<file path="src/rtl/mvpt_isqrt.sv">
// ----------------------------------------------------------------------------
// Pipelined integer square root
// One root bit per register stage, rounded down, with a sideband carried along.
// ----------------------------------------------------------------------------
module mvpt_isqrt #(
  parameter int SqW   = 68,
  parameter int SideW = 8
) (
  input  logic                 clk_i,
  input  logic                 rst_ni,
  input  logic                 en_i,
  input  logic                 vld_i,
  input  logic [SqW-1:0]       sq_i,
  input  logic [SideW-1:0]     side_i,
  output logic                 vld_o,
  output logic [SqW/2-1:0]     root_o,
  output logic [SideW-1:0]     side_o
);

  localparam int RootW = SqW / 2;

  logic [SqW-1:0]   rem  [0:RootW-1];
  logic [RootW-1:0] root [0:RootW];
  logic [SideW-1:0] side [0:RootW];
  logic             vld  [0:RootW];

  assign rem[0]  = sq_i;
  assign root[0] = '0;
  assign side[0] = side_i;
  assign vld[0]  = vld_i;

  for (genvar i = 0; i < RootW; i++) begin : g_stage
    localparam int B = RootW - 1 - i;
    logic [SqW-1:0] trial;
    logic           take;

    // Trial value is (2*root + 2^b) * 2^b; take the bit if it fits the remainder.
    assign trial = (SqW'(root[i]) << (B + 1)) | (SqW'(1) << (2 * B));
    assign take  = rem[i] >= trial;

    always_ff @(posedge clk_i or negedge rst_ni) begin
      if (!rst_ni) begin
        vld[i+1] <= 1'b0;
      end else if (en_i) begin
        vld[i+1] <= vld[i];
      end
    end

    always_ff @(posedge clk_i) begin
      if (en_i) begin
        root[i+1] <= take ? (root[i] | (RootW'(1) << B)) : root[i];
        side[i+1] <= side[i];
      end
    end

    // The last stage only decides a bit, so it keeps no remainder.
    if (i < RootW - 1) begin : g_rem
      always_ff @(posedge clk_i) begin
        if (en_i) begin
          rem[i+1] <= take ? (rem[i] - trial) : rem[i];
        end
      end
    end
  end

  assign vld_o  = vld[RootW];
  assign root_o = root[RootW];
  assign side_o = side[RootW];

endmodule

</file>
<file path="config.mk">
export PLATFORM = sky130hd
export DESIGN_NAME = mvpt_isqrt
export DESIGN_NICKNAME = d
export VERILOG_FILES = /design/src/rtl/mvpt_isqrt.sv
export SDC_FILE = /design/constraint.sdc
export NUM_CORES = 2
export LEC_CHECK = 0
export BUFFER_PORTS_ARGS = -buffer_cell sky130_fd_sc_hd__buf_4
export CORE_ASPECT_RATIO = 0.8
export CORE_MARGIN = 2
export CORE_UTILIZATION = 50
export DETAILED_ROUTE_END_ITERATION = 12
export GPL_ROUTABILITY_DRIVEN = 0
export GPL_TIMING_DRIVEN = 1
export PLACE_DENSITY = 0.65
export SLEW_MARGIN = 20
export SYNTH_ARGS = -nofsm -noshare
export SYNTH_HDL_FRONTEND = slang
export SYNTH_SLANG_ARGS = --single-unit
</file>
<file path="constraint.sdc">
create_clock -name clk_i -period 8.6 [get_ports clk_i]
set_input_delay 0.86 -clock clk_i [delete_from_list [all_inputs] [get_ports clk_i]]
set_output_delay 0.86 -clock clk_i [all_outputs]
set_load 0.005 [all_outputs]
</file>
; After elaboration in Yosys (flattened, before gate mapping)
; Cells that the tools add are included.
[classes]
addsub = 33
magnitude_cmp = 34
muxes = 34
[op_table]
columns = operator, n
row1 = $mux 68, 33
row2 = $ge 68x35->1, 1
row3 = $ge 68x36->1, 1
row4 = $ge 68x37->1, 1
row5 = $ge 68x38->1, 1
row6 = $ge 68x39->1, 1
row7 = $ge 68x40->1, 1
row8 = $ge 68x41->1, 1
row9 = $ge 68x42->1, 1
row10 = $ge 68x43->1, 1
row11 = $ge 68x44->1, 1
row12 = $ge 68x45->1, 1
row13 = $ge 68x46->1, 1
row14 = $ge 68x47->1, 1
row15 = $ge 68x48->1, 1
row16 = $ge 68x49->1, 1
row17 = $ge 68x50->1, 1
row18 = $ge 68x51->1, 1
row19 = $ge 68x52->1, 1
row20 = $ge 68x53->1, 1
row21 = $ge 68x54->1, 1
row22 = $ge 68x55->1, 1
row23 = $ge 68x56->1, 1
row24 = $ge 68x57->1, 1
row25 = other kinds (45), 45
[word_totals]
input_bits = 80
register_bits = 3706
out_inout_bits = 43
wordCells = 269

; Depth between registers and ports, before layout
[depth]
depth_word = 2
mapped_depth = 15
ltp_nobuf = 13

; Worst setup path after synthesis
; No wires, ideal clock.
[synth_path]
path_type = register to register
from = register rem[845] (netlist name)
to = register rem[773] (netlist name) (data pin)
t_required_ns = 8.333
synth_period_minus_slack_ns = 3.710
n_path_buf = 2
slack_ns = 4.890
stages_incl_launch_ff = 11
arrival_ns = 3.443
setup_time_ns = 0.267
cell_sequence = edfxtp_1 -> ha_1 -> a21o_1 -> a21o_1 -> a221o_1 -> a2111o_1 -> a41o_1 -> nor4b_1 -> clkbuf_1 -> buf_1 -> o21ai_0
[synth_between]
elab_chain_cells = 2
[synth_lines]
columns = item, line
row1 = start: declaration, 22  ; logic [SqW-1:0] rem [0:RootW-1];
row2 = start signal: indexed assignment, 60  ; rem[i+1] <= take ? (rem[i] - trial) : rem[i];
row3 = $ge 68x47->1, 39  ; assign take = rem[i] >= trial;
row4 = $mux 68, 60
; No other way between the ends.
; A chain may end at the register's enable or synchronous reset.

; Worst setup path after layout
[layout_path]
from = register rem[644] (netlist name)
to = register rem[604] (netlist name) (data pin)
[layout_between]
elab_chain_cells = 2
word_cells_on_any_way = 3
classes_between = 1 x add/sub / 1 x order compare / 1 x mux
[layout_lines]
columns = item, line
row1 = $sub 68x44->68 / $ge 68x44->1 (equally long branches), "60, 39"
row2 = $mux 68 *, 60
; Every way passes the cells marked *; elsewhere a longest branch is shown, timed or not.

==> results.json <==
{
  "status": "finished, final reports clean",
  "postSynthCellCount": 11200,
  "remaining_drc_errors": 0,
  "syn-num-nets": 11900,
  "grt_pass1_vias": 86900,
  "crit_arrival_ns": 5.83,
  "placed_cell_area_um2": 152000,
  "dr_wl_met2_um": 137000,
  "dr.first_iter.drc_count": 11800,
  "fin_worst_skew_ns": 0.0645,
  "dr.max_layer_used": "met5",
  "hold_class": "in -> reg",
  "worstSetupEndpointType": "register",
  "final_hold_viol_count": 0,
  "worst_slack_ns": 3.40,
  "min_period_ns": 5.20,
  "placeableCoreArea_um2": 291000,
  "p_total_mw": 44.4,
  "crit_path_start_kind": "register",
  "synth_cell_types": 95,
  "worstMarginPinSlew_ns": 1.20,
  "critPathKind": "reg -> reg",
  "crit_family": "simple AND/OR/NAND/NOR gates",
  "path_clk_slew_ns": 0.07,
  "synth_area_um2": 146000,
  "dpl_worst_slack_ns": 3.42,
  "area_growth_pct": 11.0,
  "drt-total-wl_um": 343000,
  "grt_overflow_total": 0,
  "dp_hpwl_um": 253000,
  "io_buffers": 122,
  "drv_slew": 0,
  "fin_crit_sh": 0.605,
  "ys_seq_elements": 3145,
  "max_cap_viol_count": 0,
  "cellPowerDensity_nw_per_um2": 274,
  "detail-route-antenna-nets": 0,
  "max_freq_mhz": 192,
  "dr_wl_met3_um": 39100,
  "vias_per_cell": 5.92,
  "start_util": 0.502,
  "synth_seq_area_share": 0.646,
  "max_stage_delay_ns": 0.85,
  "fillCellCount": 23300,
  "cp.required_ns": 9.23,
  "die_h_um": 487,
  "stdcell_area_um2": 162000,
  "post_cts_buffers": 0,
  "cpMaxStageDelayCell": "nor4_1",
  "clock-sinks": 3145,
  "layout-drive-gt1-share": 0.0783,
  "leakagePower_nw": 60.8,
  "cts_max_path_buffers": 4,
  "drt_pre_antenna_iters": 12,
  "ctsHoldBuffers": 1,
  "track_usage": 0.226,
  "peakVddDrop_v": 0.000180,
  "setup_viol": 0,
  "numCtsBuffers": 319,
  "antenna_found_initial": 24,
  "synth_top_area_frac": 0.640,
  "post_drt_wl_per_cell_um": 22.0,
  "clk-insertion-delay-late_ns": 0.93,
  "die-area_um2": 296000,
  "cts_tree": "done",
  "vias": 92300,
  "setup_tns_ns": 0,
  "crit_buf_inv": 1,
  "io_pins": 123,
  "yosys.area.top_type": "edfxtp_1",
  "cts-root-buf": "clkbuf_16",
  "multi_input_area_um2": 47900,
  "grt_max_degree": 202,
  "path_max_fanout": 41,
  "wl_met1_um": 158000,
  "cts_max_level": 5,
  "synthTopCellsByArea": "edfxtp_1 64%, ha_1 5.4%, xnor2_1 3.3%, xor2_1 2.7%, a21oi_1 2.6%",
  "synth_ff_type": "edfxtp_1",
  "cts-resized-gates": 0,
  "rows": 177,
  "die_w_um": 608,
  "nNetsFinal": 12200,
  "synth_async_sr_flop_share": 0.0108,
  "rsz0062_at_grt": "false",
  "maxSlewHeadroom": 0.195,
  "register_area_um2": 94300,
  "synth_edf_count": 3111,
  "crit_chain": "ha_1 -> nand4_1 -> or3_1 -> o311ai_1 -> a311oi_1 -> inv_2 -> nand2b_1 -> nor4_1 -> or4b_1 -> xnor2_1",
  "grt_pass1_wl_um": 520000,
  "yosysWarnings": 0,
  "postSynthAreaPerCell_um2": 13.0
}
cell type report:
type / instances / area share
Tap cell: 3848 / 0.0297
Antenna cell: 5 / 0.0000773
Clock buffer: 378 / 0.0511
Inverter: 775 / 0.0180
Multi-Input combinational cell: 7045 / 0.296
Clock inverter: 190 / 0.0126
Sequential cell: 3145 / 0.582
Timing Repair Buffer: 198 / 0.0106
state kept, by name, indices dropped and copies added, names as in the netlist:
signal	cells
root_o	34
vld	33
side	264
rem	2244
g_stage.trial	561
vld_o	1
side_o	8
report_power, final:
part	internal (mW)	leakage [nW]	switching [mW]	total (mW)
clock	7.93	4.99	5.83	13.8
combinational	3.85	25.3	5.86	9.71
sequential	19.4	30.4	1.55	20.9
total	31.2	60.8	13.2	44.4
layout by cell type, fill, tap and decap left out, drive strengths merged, types with 329 or more instances in the layout:
cell type / synthesis / layout
nor2: 779 / 779
xnor2: 547 / 547
o21ai: 415 / 415
inv: 775 / 784
nor4: 379 / 379
clkbuf: 199 / 379
a21oi: 762 / 762
nand2: 614 / 614
ha: 625 / 625
a21o: 329 / 329
xor2: 455 / 455
edfxtp: 3111 / 3111
cells by family (layout without fill, tap and decap cells):
logic type | count (synthesis) | in the layout | share of synthesized area
mux | 153 | 153 | 0.0117
simple gates | 3197 | 3197 | 0.114
xor+xnor | 1002 | 1002 | 0.0602
fa+ha+maj | 625 | 625 | 0.0536
buf+inv | 1020 | 1541 | 0.0268
compound gates | 2068 | 2068 | 0.0880
flops | 3145 | 3145 | 0.646
other cells | 0 | 5 | 0
worst reg2reg max path, delay by kind of cell (launching register included):
kind,cells,cell delay [ns]
and+or+nand+nor,5,2.27
DFF,1,0.42
xor gates and xnor gates,1,0.14
adders and majority gates,1,0.51
buffers and inverters,1,0.63
AOI/OAI and AO/OA,2,0.99
routing by layer:
metal | vias up | GRT usage
met2 | 4031 | 0.309
met4 | 10 | 0.0553
met1 | 45100 | 0.348
met3 | 568 | 0.0692
met5 | - | 0
li1 | 42600 | -
per-stage QoR:
stage / util / std cells / hold WS, ns
floorplan: - / 11200 / 0.400
detailed placement: 0.522 / 15000 / 0.405
global placement: 0.521 / 15000 / 0.401
global route: 0.557 / 15600 / 0.0442
finish: 0.557 / 15600 / 0.106
CTS: 0.557 / 15600 / 0.0486
cell usage after synthesis (193+ instances only):
| cell type | n |
|---|---|
| a21o_1 | 329 |
| a21oi_1 | 762 |
| clkbuf_1 | 199 |
| edfxtp_1 | 3111 |
| ha_1 | 625 |
| inv_1 | 773 |
| nand2_1 | 614 |
| nand4_1 | 193 |
| nor2_1 | 779 |
| nor3_1 | 290 |
| nor4_1 | 377 |
| o21ai_0 | 413 |
| xnor2_1 | 547 |
| xor2_1 | 455 |
final timing paths:
kind | start | to | slack, ns | depth (start not counted)
max in group asynchronous | rst_ni | vld[21] | 7.83 | 2
min in group asynchronous | rst_ni | vld_o | 0.47 | 2
max | rem[644] | rem[604] | 3.40 | 10
min | sq_i[46] | rem[2222] | 0.11 | 1
min reg2reg | g_stage[4].trial[60] | g_stage[5].trial[59] | 0.41 | 0
max reg2reg | rem[644] | rem[604] | 3.40 | 10
No activity file was read; power rests on OpenSTA's default activity.
